File: config.mk
export PLATFORM = sky130hd
export DESIGN_NAME = text_line_layout
export DESIGN_NICKNAME = d
export VERILOG_FILES = /design/src/rtl/tll_pkg.sv /design/src/rtl/tll_front.sv /design/src/rtl/tll_rem.sv /design/src/rtl/tll_back.sv /design/src/rtl/text_line_layout.sv
export SDC_FILE = /design/constraint.sdc
export NUM_CORES = 2
export LEC_CHECK = 0
export ABC_AREA = 1
export CORE_MARGIN = 5
export CORE_UTILIZATION = 65
export DETAILED_ROUTE_END_ITERATION = 7
export DONT_BUFFER_PORTS = 1
export HOLD_SLACK_MARGIN = 0.02
export PLACE_DENSITY_LB_ADDON = 0.12
export SLEW_MARGIN = 20
export SYNTH_ARGS = -nofsm -noshare
export SYNTH_HDL_FRONTEND = slang
export SYNTH_SLANG_ARGS = --single-unit
File: constraint.sdc
create_clock -name aclk -period 10.1 [get_ports aclk]
set_input_delay 3.03 -clock aclk [delete_from_list [all_inputs] [get_ports aclk]]
set_output_delay 3.03 -clock aclk [all_outputs]
set_load 0.05 [all_outputs]
File: src/rtl/tll_pkg.sv
package tll_pkg;

    localparam int MARGIN_DEFAULT   = 1024;
    localparam int POS_BITS_DEFAULT = 24;

    // tab cell is tab_cells (7 bits) times em_width (16 bits)
    localparam int CELL_W = 23;

    localparam logic [20:0] CODE_SPACE   = 21'h00020;
    localparam logic [20:0] CODE_TAB     = 21'h00009;
    localparam logic [20:0] CODE_NEWLINE = 21'h0000A;

    localparam logic [2:0] REG_AUTOWRAP       = 3'd0;
    localparam logic [2:0] REG_TAB_CELLS      = 3'd1;
    localparam logic [2:0] REG_EM_WIDTH       = 3'd2;
    localparam logic [2:0] REG_SPACE_WIDTH    = 3'd3;
    localparam logic [2:0] REG_LINE_PITCH     = 3'd4;
    localparam logic [2:0] REG_WRAP_WIDTH     = 3'd5;
    localparam logic [2:0] REG_FIRST_BASELINE = 3'd6;

    localparam logic [23:0] WRAP_WIDTH_RST     = 24'd163840;
    localparam logic [23:0] FIRST_BASELINE_RST = 24'd5120;

    typedef struct packed {
        logic [20:0]        glyph_code;
        logic [15:0]        font_advance;
        logic signed [15:0] kerning;
        logic               text_start;
    } in_item_t;

    typedef struct packed {
        logic signed [23:0] glyph_x;
        logic [23:0]        glyph_y;
        logic [23:0]        final_advance;
        logic [23:0]        content_width;
        logic [23:0]        content_height;
    } out_item_t;

    typedef struct packed {
        logic        autowrap_enable;
        logic [6:0]  tab_cells;
        logic [15:0] em_width;
        logic [15:0] space_width;
        logic [15:0] line_pitch;
        logic [23:0] wrap_width;
        logic [23:0] first_baseline;
    } cfg_t;

    localparam cfg_t CFG_RESET = '{
        autowrap_enable: 1'b0,
        tab_cells:       7'd8,
        em_width:        16'd2048,
        space_width:     16'd1024,
        line_pitch:      16'd4096,
        wrap_width:      WRAP_WIDTH_RST,
        first_baseline:  FIRST_BASELINE_RST
    };

    typedef enum logic [1:0] {
        KIND_OTHER,
        KIND_SPACE,
        KIND_TAB,
        KIND_NEWLINE
    } kind_t;

    typedef enum logic [1:0] {
        CLS_NONE,
        CLS_OTHER,
        CLS_SPACE,
        CLS_BREAK
    } cls_t;

    typedef struct packed {
        kind_t              kind;
        logic [15:0]        font_advance;
        logic signed [15:0] kerning;
        logic               text_start;
    } q_item_t;

    typedef enum logic [2:0] {
        B_IDLE,
        B_PREP,
        B_DIV,
        B_KERN,
        B_PLACE
    } bstate_t;

endpackage

File: src/rtl/tll_front.sv
module tll_front (
    input  logic               aclk,
    input  logic               aresetn,
    input  logic               s_valid,
    output logic               s_ready,
    input  tll_pkg::in_item_t  s_data,
    output logic               q_valid,
    output tll_pkg::q_item_t   q_item,
    input  logic               q_pop
);

    tll_pkg::q_item_t entry_reg [2];
    tll_pkg::q_item_t entry_in;
    logic             wr_ptr_reg, wr_ptr_next;
    logic             rd_ptr_reg, rd_ptr_next;
    logic [1:0]       count_reg, count_next;
    logic             push, pop;

    always_comb begin
        case (s_data.glyph_code)
            tll_pkg::CODE_SPACE:   entry_in.kind = tll_pkg::KIND_SPACE;
            tll_pkg::CODE_TAB:     entry_in.kind = tll_pkg::KIND_TAB;
            tll_pkg::CODE_NEWLINE: entry_in.kind = tll_pkg::KIND_NEWLINE;
            default:               entry_in.kind = tll_pkg::KIND_OTHER;
        endcase
        entry_in.font_advance = s_data.font_advance;
        entry_in.kerning      = s_data.kerning;
        entry_in.text_start   = s_data.text_start;
    end

    assign s_ready = (count_reg != 2'd2);
    assign q_valid = (count_reg != 2'd0);
    assign q_item  = entry_reg[rd_ptr_reg];
    assign push    = s_valid && s_ready;
    assign pop     = q_pop && q_valid;

    always_comb begin
        wr_ptr_next = push ? ~wr_ptr_reg : wr_ptr_reg;
        rd_ptr_next = pop ? ~rd_ptr_reg : rd_ptr_reg;
        count_next  = count_reg;
        if (push && !pop) begin
            count_next = count_reg + 2'd1;
        end else if (pop && !push) begin
            count_next = count_reg - 2'd1;
        end
    end

    always_ff @(posedge aclk) begin
        if (!aresetn) begin
            wr_ptr_reg <= 1'b0;
            rd_ptr_reg <= 1'b0;
            count_reg  <= 2'd0;
        end else begin
            wr_ptr_reg <= wr_ptr_next;
            rd_ptr_reg <= rd_ptr_next;
            count_reg  <= count_next;
        end
    end

    always_ff @(posedge aclk) begin
        if (push) begin
            entry_reg[wr_ptr_reg] <= entry_in;
        end
    end

endmodule

File: src/rtl/tll_rem.sv
module tll_rem #(
    parameter int DW = tll_pkg::POS_BITS_DEFAULT + 1
) (
    input  logic                       aclk,
    input  logic                       aresetn,
    input  logic                       start,
    input  logic [DW-1:0]              dividend,
    input  logic [tll_pkg::CELL_W-1:0] divisor,
    output logic                       done,
    output logic [tll_pkg::CELL_W-1:0] rem
);

    localparam int CW_CNT = (DW > 1) ? $clog2(DW) : 1;

    logic [DW-1:0]              shift_reg, shift_next;
    logic [tll_pkg::CELL_W-1:0] rem_reg, rem_next;
    logic [tll_pkg::CELL_W-1:0] div_reg, div_next;
    logic [CW_CNT-1:0]          cnt_reg, cnt_next;
    logic                       busy_reg, busy_next;
    logic                       done_reg, done_next;
    logic [tll_pkg::CELL_W:0]   trial;

    // restoring step: one dividend bit per cycle, MSB first
    assign trial = {rem_reg, shift_reg[DW-1]};

    always_comb begin
        shift_next = shift_reg;
        rem_next   = rem_reg;
        div_next   = div_reg;
        cnt_next   = cnt_reg;
        busy_next  = busy_reg;
        done_next  = 1'b0;
        if (start) begin
            shift_next = dividend;
            rem_next   = '0;
            div_next   = divisor;
            cnt_next   = '0;
            busy_next  = 1'b1;
        end else if (busy_reg) begin
            shift_next = {shift_reg[DW-2:0], 1'b0};
            if (trial >= {1'b0, div_reg}) begin
                rem_next = tll_pkg::CELL_W'(trial - {1'b0, div_reg});
            end else begin
                rem_next = trial[tll_pkg::CELL_W-1:0];
            end
            cnt_next = cnt_reg + 1'b1;
            if (cnt_reg == CW_CNT'(DW - 1)) begin
                busy_next = 1'b0;
                done_next = 1'b1;
            end
        end
    end

    always_ff @(posedge aclk) begin
        if (!aresetn) begin
            busy_reg <= 1'b0;
            done_reg <= 1'b0;
        end else begin
            busy_reg <= busy_next;
            done_reg <= done_next;
        end
    end

    always_ff @(posedge aclk) begin
        shift_reg <= shift_next;
        rem_reg   <= rem_next;
        div_reg   <= div_next;
        cnt_reg   <= cnt_next;
    end

    assign done = done_reg;
    assign rem  = rem_reg;

endmodule

File: src/rtl/tll_back.sv
module tll_back #(
    parameter int MARGIN   = tll_pkg::MARGIN_DEFAULT,
    parameter int POS_BITS = tll_pkg::POS_BITS_DEFAULT
) (
    input  logic                aclk,
    input  logic                aresetn,
    input  tll_pkg::cfg_t       cfg,
    input  logic                q_valid,
    input  tll_pkg::q_item_t    q_item,
    output logic                q_pop,
    output logic                m_valid,
    input  logic                m_ready,
    output tll_pkg::out_item_t  m_data
);

    localparam int P  = POS_BITS;
    localparam int CW = ((P > 24) ? P : 24) + 2;
    localparam int DW = P + 1;
    localparam int CL = tll_pkg::CELL_W;

    localparam logic signed [CW-1:0] XMAX  = {{(CW-P+1){1'b0}}, {(P-1){1'b1}}};
    localparam logic signed [CW-1:0] XMIN  = {{(CW-P+1){1'b1}}, {(P-1){1'b0}}};
    localparam logic signed [CW-1:0] UMAX  = {{(CW-P){1'b0}}, {P{1'b1}}};
    localparam logic signed [CW-1:0] S24MAX = {{(CW-23){1'b0}}, {23{1'b1}}};
    localparam logic signed [CW-1:0] S24MIN = {{(CW-23){1'b1}}, {23{1'b0}}};
    localparam logic signed [CW-1:0] U24MAX = {{(CW-24){1'b0}}, {24{1'b1}}};
    localparam logic signed [CW-1:0] MARGIN_C = CW'(MARGIN);
    localparam logic signed [P-1:0]  MARGIN_X =
        (MARGIN_C > XMAX) ? XMAX[P-1:0] : MARGIN_C[P-1:0];
    localparam logic signed [CW-1:0] WRAP_RST_C =
        {{(CW-24){1'b0}}, tll_pkg::WRAP_WIDTH_RST};
    localparam logic signed [CW-1:0] BASE_RST_C =
        {{(CW-24){1'b0}}, tll_pkg::FIRST_BASELINE_RST};
    localparam logic [P-1:0] WIDTH_RST =
        (WRAP_RST_C > UMAX) ? UMAX[P-1:0] : WRAP_RST_C[P-1:0];
    localparam logic [P-1:0] PEN_Y_RST =
        (BASE_RST_C > UMAX) ? UMAX[P-1:0] : BASE_RST_C[P-1:0];

    function automatic logic signed [CW-1:0] sx(input logic signed [P-1:0] v);
        return {{(CW-P){v[P-1]}}, v};
    endfunction

    function automatic logic signed [CW-1:0] ux(input logic [P-1:0] v);
        return {{(CW-P){1'b0}}, v};
    endfunction

    function automatic logic signed [P-1:0] sat_x(input logic signed [CW-1:0] v);
        if (v > XMAX) begin
            return XMAX[P-1:0];
        end else if (v < XMIN) begin
            return XMIN[P-1:0];
        end
        return v[P-1:0];
    endfunction

    function automatic logic [P-1:0] sat_u(input logic signed [CW-1:0] v);
        if (v[CW-1]) begin
            return '0;
        end else if (v > UMAX) begin
            return UMAX[P-1:0];
        end
        return v[P-1:0];
    endfunction

    function automatic logic signed [23:0] clamp_s24(input logic signed [CW-1:0] v);
        if (v > S24MAX) begin
            return S24MAX[23:0];
        end else if (v < S24MIN) begin
            return S24MIN[23:0];
        end
        return v[23:0];
    endfunction

    function automatic logic [23:0] clamp_u24(input logic signed [CW-1:0] v);
        if (v[CW-1]) begin
            return '0;
        end else if (v > U24MAX) begin
            return U24MAX[23:0];
        end
        return v[23:0];
    endfunction

    tll_pkg::bstate_t   state_reg, state_next;
    tll_pkg::q_item_t   item_reg, item_next;
    logic signed [P-1:0] pen_x_reg, pen_x_next;
    logic [P-1:0]       pen_y_reg, pen_y_next;
    tll_pkg::cls_t      prev_class_reg, prev_class_next;
    logic [P-1:0]       prev_adv_reg, prev_adv_next;
    logic [P-1:0]       width_reg, width_next;
    logic [P-1:0]       adv_reg, adv_next;
    logic               neg_reg, neg_next;
    logic [CL-1:0]      cell_reg, cell_next;
    logic               m_valid_reg, m_valid_next;
    tll_pkg::out_item_t m_data_reg, m_data_next;

    logic               out_free;
    logic [CL-1:0]      cell_c;
    logic signed [CW-1:0] dist_c, dist_abs;
    logic               tab_go;
    logic               div_done;
    logic [CL-1:0]      div_rem;

    assign out_free = !m_valid_reg || m_ready;
    assign cell_c   = CL'(cfg.tab_cells) * CL'(cfg.em_width);
    assign dist_c   = sx(pen_x_reg) - MARGIN_C;
    assign dist_abs = dist_c[CW-1] ? -dist_c : dist_c;
    assign tab_go   = (item_reg.kind == tll_pkg::KIND_TAB) && (cell_c != '0);

    tll_rem #(
        .DW(DW)
    ) u_rem (
        .aclk     (aclk),
        .aresetn  (aresetn),
        .start    ((state_reg == tll_pkg::B_PREP) && tab_go),
        .dividend (dist_abs[DW-1:0]),
        .divisor  (cell_c),
        .done     (div_done),
        .rem      (div_rem)
    );

    always_comb begin
        state_next = state_reg;
        case (state_reg)
            tll_pkg::B_IDLE: begin
                if (q_valid) begin
                    state_next = tll_pkg::B_PREP;
                end
            end
            tll_pkg::B_PREP: begin
                state_next = tab_go ? tll_pkg::B_DIV : tll_pkg::B_KERN;
            end
            tll_pkg::B_DIV: begin
                if (div_done) begin
                    state_next = tll_pkg::B_KERN;
                end
            end
            tll_pkg::B_KERN: begin
                state_next = tll_pkg::B_PLACE;
            end
            tll_pkg::B_PLACE: begin
                if (out_free) begin
                    state_next = tll_pkg::B_IDLE;
                end
            end
            default: state_next = tll_pkg::B_IDLE;
        endcase
    end

    always_comb begin
        logic [23:0]          tab_adv;
        logic signed [CW-1:0] tab_ext;
        logic signed [CW-1:0] px, pitch;
        logic                 wrap_hit;
        logic signed [P-1:0]  px1;
        logic [P-1:0]         py1, py2;
        logic signed [P-1:0]  px2;
        logic [P-1:0]         wnext;

        item_next       = item_reg;
        pen_x_next      = pen_x_reg;
        pen_y_next      = pen_y_reg;
        prev_class_next = prev_class_reg;
        prev_adv_next   = prev_adv_reg;
        width_next      = width_reg;
        adv_next        = adv_reg;
        neg_next        = neg_reg;
        cell_next       = cell_reg;
        m_data_next     = m_data_reg;
        m_valid_next    = m_ready ? 1'b0 : m_valid_reg;
        q_pop           = 1'b0;

        tab_adv  = '0;
        tab_ext  = '0;
        px       = sx(pen_x_reg);
        pitch    = {{(CW-16){1'b0}}, cfg.line_pitch};
        wrap_hit = 1'b0;
        px1      = pen_x_reg;
        py1      = pen_y_reg;
        py2      = pen_y_reg;
        px2      = pen_x_reg;
        wnext    = width_reg;

        case (state_reg)
            tll_pkg::B_IDLE: begin
                if (q_valid) begin
                    q_pop     = 1'b1;
                    item_next = q_item;
                    if (q_item.text_start) begin
                        pen_x_next      = MARGIN_X;
                        pen_y_next      = sat_u({{(CW-24){1'b0}}, cfg.first_baseline});
                        prev_class_next = tll_pkg::CLS_NONE;
                        prev_adv_next   = '0;
                        width_next      = sat_u({{(CW-24){1'b0}}, cfg.wrap_width});
                    end
                end
            end
            tll_pkg::B_PREP: begin
                neg_next  = dist_c[CW-1];
                cell_next = cell_c;
                case (item_reg.kind)
                    tll_pkg::KIND_SPACE: begin
                        if (prev_class_reg == tll_pkg::CLS_NONE ||
                            prev_class_reg == tll_pkg::CLS_BREAK) begin
                            adv_next = P'(cfg.em_width);
                        end else if (prev_class_reg == tll_pkg::CLS_SPACE) begin
                            adv_next = prev_adv_reg;
                        end else begin
                            adv_next = P'(cfg.space_width);
                        end
                    end
                    tll_pkg::KIND_OTHER: adv_next = P'(item_reg.font_advance);
                    default:             adv_next = '0;
                endcase
            end
            tll_pkg::B_DIV: begin
                if (div_done) begin
                    // left of the margin the remainder is negative
                    if (neg_reg) begin
                        tab_adv = {1'b0, cell_reg} + {1'b0, div_rem};
                    end else begin
                        tab_adv = {1'b0, cell_reg} - {1'b0, div_rem};
                    end
                    if (tab_adv <= {9'd0, cfg.space_width[15:1]}) begin
                        tab_adv = tab_adv + {1'b0, cell_reg};
                    end
                    tab_ext  = {{(CW-24){1'b0}}, tab_adv};
                    adv_next = sat_u(tab_ext);
                end
            end
            tll_pkg::B_KERN: begin
                pen_x_next = sat_x(px + {{(CW-16){item_reg.kerning[15]}}, item_reg.kerning});
            end
            tll_pkg::B_PLACE: begin
                if (!cfg.autowrap_enable) begin
                    if (px + MARGIN_C > ux(width_reg)) begin
                        wnext = sat_u(px + MARGIN_C);
                    end
                end else begin
                    wrap_hit = (px + ux(adv_reg)) > (ux(width_reg) - MARGIN_C);
                end
                if (wrap_hit) begin
                    py1 = sat_u(ux(pen_y_reg) + pitch);
                    px1 = MARGIN_X;
                end
                px2 = sat_x(sx(px1) + ux(adv_reg));
                py2 = py1;
                if (item_reg.kind == tll_pkg::KIND_NEWLINE) begin
                    py2 = sat_u(ux(py1) + pitch);
                    px2 = MARGIN_X;
                end
                if (out_free) begin
                    pen_x_next    = px2;
                    pen_y_next    = py2;
                    width_next    = wnext;
                    prev_adv_next = adv_reg;
                    case (item_reg.kind)
                        tll_pkg::KIND_SPACE: prev_class_next = tll_pkg::CLS_SPACE;
                        tll_pkg::KIND_OTHER: prev_class_next = tll_pkg::CLS_OTHER;
                        default:             prev_class_next = tll_pkg::CLS_BREAK;
                    endcase
                    m_data_next.glyph_x        = clamp_s24(sx(px1));
                    m_data_next.glyph_y        = clamp_u24(ux(py1));
                    m_data_next.final_advance  = clamp_u24(ux(adv_reg));
                    m_data_next.content_width  = clamp_u24(ux(wnext));
                    m_data_next.content_height = clamp_u24(ux(py2));
                    m_valid_next               = 1'b1;
                end
            end
            default: ;
        endcase
    end

    always_ff @(posedge aclk) begin
        if (!aresetn) begin
            state_reg      <= tll_pkg::B_IDLE;
            m_valid_reg    <= 1'b0;
            pen_x_reg      <= MARGIN_X;
            pen_y_reg      <= PEN_Y_RST;
            prev_class_reg <= tll_pkg::CLS_NONE;
            prev_adv_reg   <= '0;
            width_reg      <= WIDTH_RST;
        end else begin
            state_reg      <= state_next;
            m_valid_reg    <= m_valid_next;
            pen_x_reg      <= pen_x_next;
            pen_y_reg      <= pen_y_next;
            prev_class_reg <= prev_class_next;
            prev_adv_reg   <= prev_adv_next;
            width_reg      <= width_next;
        end
    end

    always_ff @(posedge aclk) begin
        item_reg   <= item_next;
        adv_reg    <= adv_next;
        neg_reg    <= neg_next;
        cell_reg   <= cell_next;
        m_data_reg <= m_data_next;
    end

    assign m_valid = m_valid_reg;
    assign m_data  = m_data_reg;

endmodule

File: src/rtl/text_line_layout.sv
// Each request passes the two-entry queue, then the placement engine states in order:
// idle (pop), prep, kern and place; a tab also waits in the div state for the
// remainder unit, which finds the tab cell offset one dividend bit per cycle.
// The engine works on one item at a time and holds in place until the output is free.
// A two-entry queue takes new requests while the placement engine works, until it is full.
// Reset (aresetn low, synchronous): registers to defaults, pen to margin, queue empty.
module text_line_layout #(
    parameter int MARGIN   = tll_pkg::MARGIN_DEFAULT,
    parameter int POS_BITS = tll_pkg::POS_BITS_DEFAULT
) (
    input  logic               aclk,
    input  logic               aresetn,
    input  logic               s_valid,
    output logic               s_ready,
    input  tll_pkg::in_item_t  s_data,
    output logic               m_valid,
    input  logic               m_ready,
    output tll_pkg::out_item_t m_data,
    input  logic               cfg_valid,
    output logic               cfg_ready,
    input  logic [2:0]         cfg_index,
    input  logic [23:0]        cfg_data
);

    tll_pkg::cfg_t    cfg_reg, cfg_next;
    logic             q_valid;
    logic             q_pop;
    tll_pkg::q_item_t q_item;

    assign cfg_ready = 1'b1;

    always_comb begin
        cfg_next = cfg_reg;
        if (cfg_valid) begin
            case (cfg_index)
                tll_pkg::REG_AUTOWRAP:       cfg_next.autowrap_enable = cfg_data[0];
                tll_pkg::REG_TAB_CELLS:      cfg_next.tab_cells       = cfg_data[6:0];
                tll_pkg::REG_EM_WIDTH:       cfg_next.em_width        = cfg_data[15:0];
                tll_pkg::REG_SPACE_WIDTH:    cfg_next.space_width     = cfg_data[15:0];
                tll_pkg::REG_LINE_PITCH:     cfg_next.line_pitch      = cfg_data[15:0];
                tll_pkg::REG_WRAP_WIDTH:     cfg_next.wrap_width      = cfg_data;
                tll_pkg::REG_FIRST_BASELINE: cfg_next.first_baseline  = cfg_data;
                default: ;
            endcase
        end
    end

    always_ff @(posedge aclk) begin
        if (!aresetn) begin
            cfg_reg <= tll_pkg::CFG_RESET;
        end else begin
            cfg_reg <= cfg_next;
        end
    end

    tll_front u_front (
        .aclk    (aclk),
        .aresetn (aresetn),
        .s_valid (s_valid),
        .s_ready (s_ready),
        .s_data  (s_data),
        .q_valid (q_valid),
        .q_item  (q_item),
        .q_pop   (q_pop)
    );

    tll_back #(
        .MARGIN   (MARGIN),
        .POS_BITS (POS_BITS)
    ) u_back (
        .aclk    (aclk),
        .aresetn (aresetn),
        .cfg     (cfg_reg),
        .q_valid (q_valid),
        .q_item  (q_item),
        .q_pop   (q_pop),
        .m_valid (m_valid),
        .m_ready (m_ready),
        .m_data  (m_data)
    );

endmodule
==> impl_metrics.tcl <==
set metrics [dict create \
    status "finished clean" \
    die_x_um 250 \
    maxSlewHeadroom 0.241 \
    synthCells 4683 \
    vias 31600 \
    largest_reg_flops 120 \
    wl_um 107000 \
    cp_common_cell "nand2_1" \
    min_period_over_period 0.867 \
    final_nets 5038 \
    cts_tree "yes" \
    stdcell_area_um2 39900 \
    drt_iter0_drc 3222 \
    grt_pass1_wl_um 164000 \
    startpoint_type "flop" \
    rsz0062_at_grt "no" \
    async_flop_share 0 \
    drv_slew 0 \
    p_leak_nw 18.5 \
    syn2layout_area_growth_pct 6.37 \
    hold_buffers 0 \
    end_kind "flop" \
    hold_path_class "reg -> reg" \
    start_util 0.653 \
    cts-resized-gates 0 \
    drc 0 \
    placementRows 88 \
    avgSynthCellArea_um2 8.02 \
    yosysSeqAreaShare 0.384 \
    synth_cell_types 70 \
    max_stage_delay_ns 0.66 \
    ys.flop_type "edfxtp_1" \
    holdWs_ns 0.450 \
    port_buffers 0 \
    syn_area_um2 37500 \
    crit_type "reg -> reg" \
    cts_made_buffers 58 \
    multi_input_area_um2 20100 \
    irDropWorstVdd_mv 0.254 \
    diodes 0 \
    finalPower_w 0.0130 \
    powerDensity_nw_per_um2 326 \
    grt_pass1_vias 29000 \
    grt_max_degree 139 \
    synth.ff_latch_count 561 \
    wire_per_inst_um 19.8 \
    fmax_ghz 0.114 \
    slowest_stage "a21boi_0" \
    grt_overflow 0 \
    cts_root_buf "clkbuf_16" \
    drive_gt1_frac 0.0583 \
    placed_area_um2 37900 \
    antenna_found_initial 2 \
    synth_edf_count 320 \
    grt_usage 0.329 \
    hold_violations 0 \
    timing.max_cap.violations 0 \
    design.die.area_um2 62700 \
    worstPathMaxFanout 17 \
    ioPinCount 209 \
    ant_nets 0 \
    drt-vias-per-instance 5.85 \
    ys_warn_count 0 \
    required_ns 10.61 \
    postCtsSetupBuffers 0 \
    finalCriticalPeriod_ns 8.76 \
    critPathArrivalTime_ns 9.27 \
    drt_pass1_iterations 6 \
    mostFrequentLayoutCell "nand2_1" \
    final_cell_mix "nand2_1 (1021), inv_1 (582), nor2_1 (411), o21ai_0 (380), a21oi_1 (378)" \
    fillers 4806 \
    gp_congestion 0.993 \
    core_region_area_um2 57500 \
    fin_skew_ns 0.0330 \
    setup-tns-final_ns 0 \
    finalSetupViolCount 0 \
    cts_buffer_depth 3 \
    seqCellArea_um2 14400 \
    clock_sinks 561 \
    htreeDepth 2 \
    worst_slew_pin_slew_ns 1.14 \
    hpwl_um 80100 \
    synth_nets 5124 \
    die-height_um 250 \
    clk_latency_ns 0.64 \
    clk_pin_slew_ns 0.06 \
]
==> cell type report <==
cell class | count | area share
Tap cell | 765 | 0.0240
Clock buffer | 77 | 0.0416
Inverter | 591 | 0.0557
Clock inverter | 31 | 0.00805
Multi-Input combinational cell | 3353 | 0.503
Sequential cell | 561 | 0.361
Timing Repair Buffer | 32 | 0.00633
==> worst max-delay path: cells and delay by family, from the launching register on <==
kind	cells	cell delay [ns]
adders and majority gates	4	1.22
buffers and inverters	4	0.35
AOI/OAI and AO/OA	21	4.28
xor gates and xnor gates	1	0.15
and+or+nand+nor	18	2.09
DFF	1	0.53
==> Yosys cell counts (5+ instances only) <==
cell type,number,area share
nand4_1,27,0.0045
buf_6,8,0.0024
o22ai_1,9,0.0015
edfxtp_1,320,0.26
o21ai_0,380,0.051
clkbuf_8,5,0.0018
buf_2,16,0.0021
inv_1,583,0.058
o211ai_1,8,0.0016
xor2_1,164,0.038
mux2i_1,16,0.0043
nor2_1,416,0.042
nor3_1,52,0.0069
o21ai_2,25,0.0058
dfxtp_1,241,0.13
a211oi_1,7,0.0014
a21boi_1,13,0.0026
o221ai_1,7,0.0016
nor2_2,11,0.0018
a21oi_2,14,0.0033
a21oi_1,378,0.050
nand3_2,7,0.0019
xnor2_1,86,0.020
o21ai_1,35,0.0047
a21boi_0,14,0.0028
fa_1,77,0.041
nor4_1,13,0.0022
or2_2,16,0.0027
o21bai_1,22,0.0044
ha_1,278,0.093
clkbuf_1,140,0.014
nand3_1,149,0.020
nand2_2,31,0.0052
a31oi_1,17,0.0028
a21o_1,6,0.0012
nand2_1,1021,0.10
==> stage by stage <==
step	utilization	std cells	setup WS, ns
after CTS	0.695	5409	1.44
after global placement	0.660	5301	1.67
after floorplan	-	4683	2.34
final	0.695	5410	1.34
after detailed placement	0.660	5301	1.47
after global routing	0.695	5410	0.436
==> final timing paths <==
check / start / to / slack [ns] / cells past startpoint
worst max register to register: u_back.pen_x_reg[3]$_SDFFE_PN0P_ / u_back.pen_y_reg[2]$_SDFFE_PN0P_ / 1.34 / 48
worst min-delay path: cfg_reg[64]$_SDFFE_PN0P_ / cfg_reg[64]$_SDFFE_PN0P_ / 0.45 / 2
worst min register to register: cfg_reg[64]$_SDFFE_PN0P_ / cfg_reg[64]$_SDFFE_PN0P_ / 0.45 / 2
worst max-delay path: u_back.pen_x_reg[3]$_SDFFE_PN0P_ / u_back.pen_y_reg[2]$_SDFFE_PN0P_ / 1.34 / 48
==> routing by layer <==
metal | part of all wire | GRT usage | vias up
met5 | 0.00025 | 0 | -
met4 | 0.035 | 0.109 | 4
met3 | 0.11 | 0.0833 | 212
met2 | 0.43 | 0.496 | 1401
met1 | 0.42 | 0.468 | 14800
li1 | - | - | 15200
==> where the power goes <==
group | leakage (nW) | switching (W) | internal [W] | total, W
Sequential | 4.94 | 0.000415 | 0.00289 | 0.00331
Clock | 0.968 | 0.000941 | 0.00129 | 0.00223
Combinational | 12.6 | 0.00488 | 0.00262 | 0.00750
==> logic make-up after synthesis <==
kind of cell,count (synthesis),share of synthesized area
and+or+nand+nor,1774,0.197
AOI/OAI and AO/OA,957,0.140
buffers and inverters,769,0.0816
DFF,561,0.384
adders and majority gates,355,0.134
xor gates and xnor gates,250,0.0583
muxes,16,0.00427
other,1,0.0000999
No activity file was read; power rests on OpenSTA's default activity.
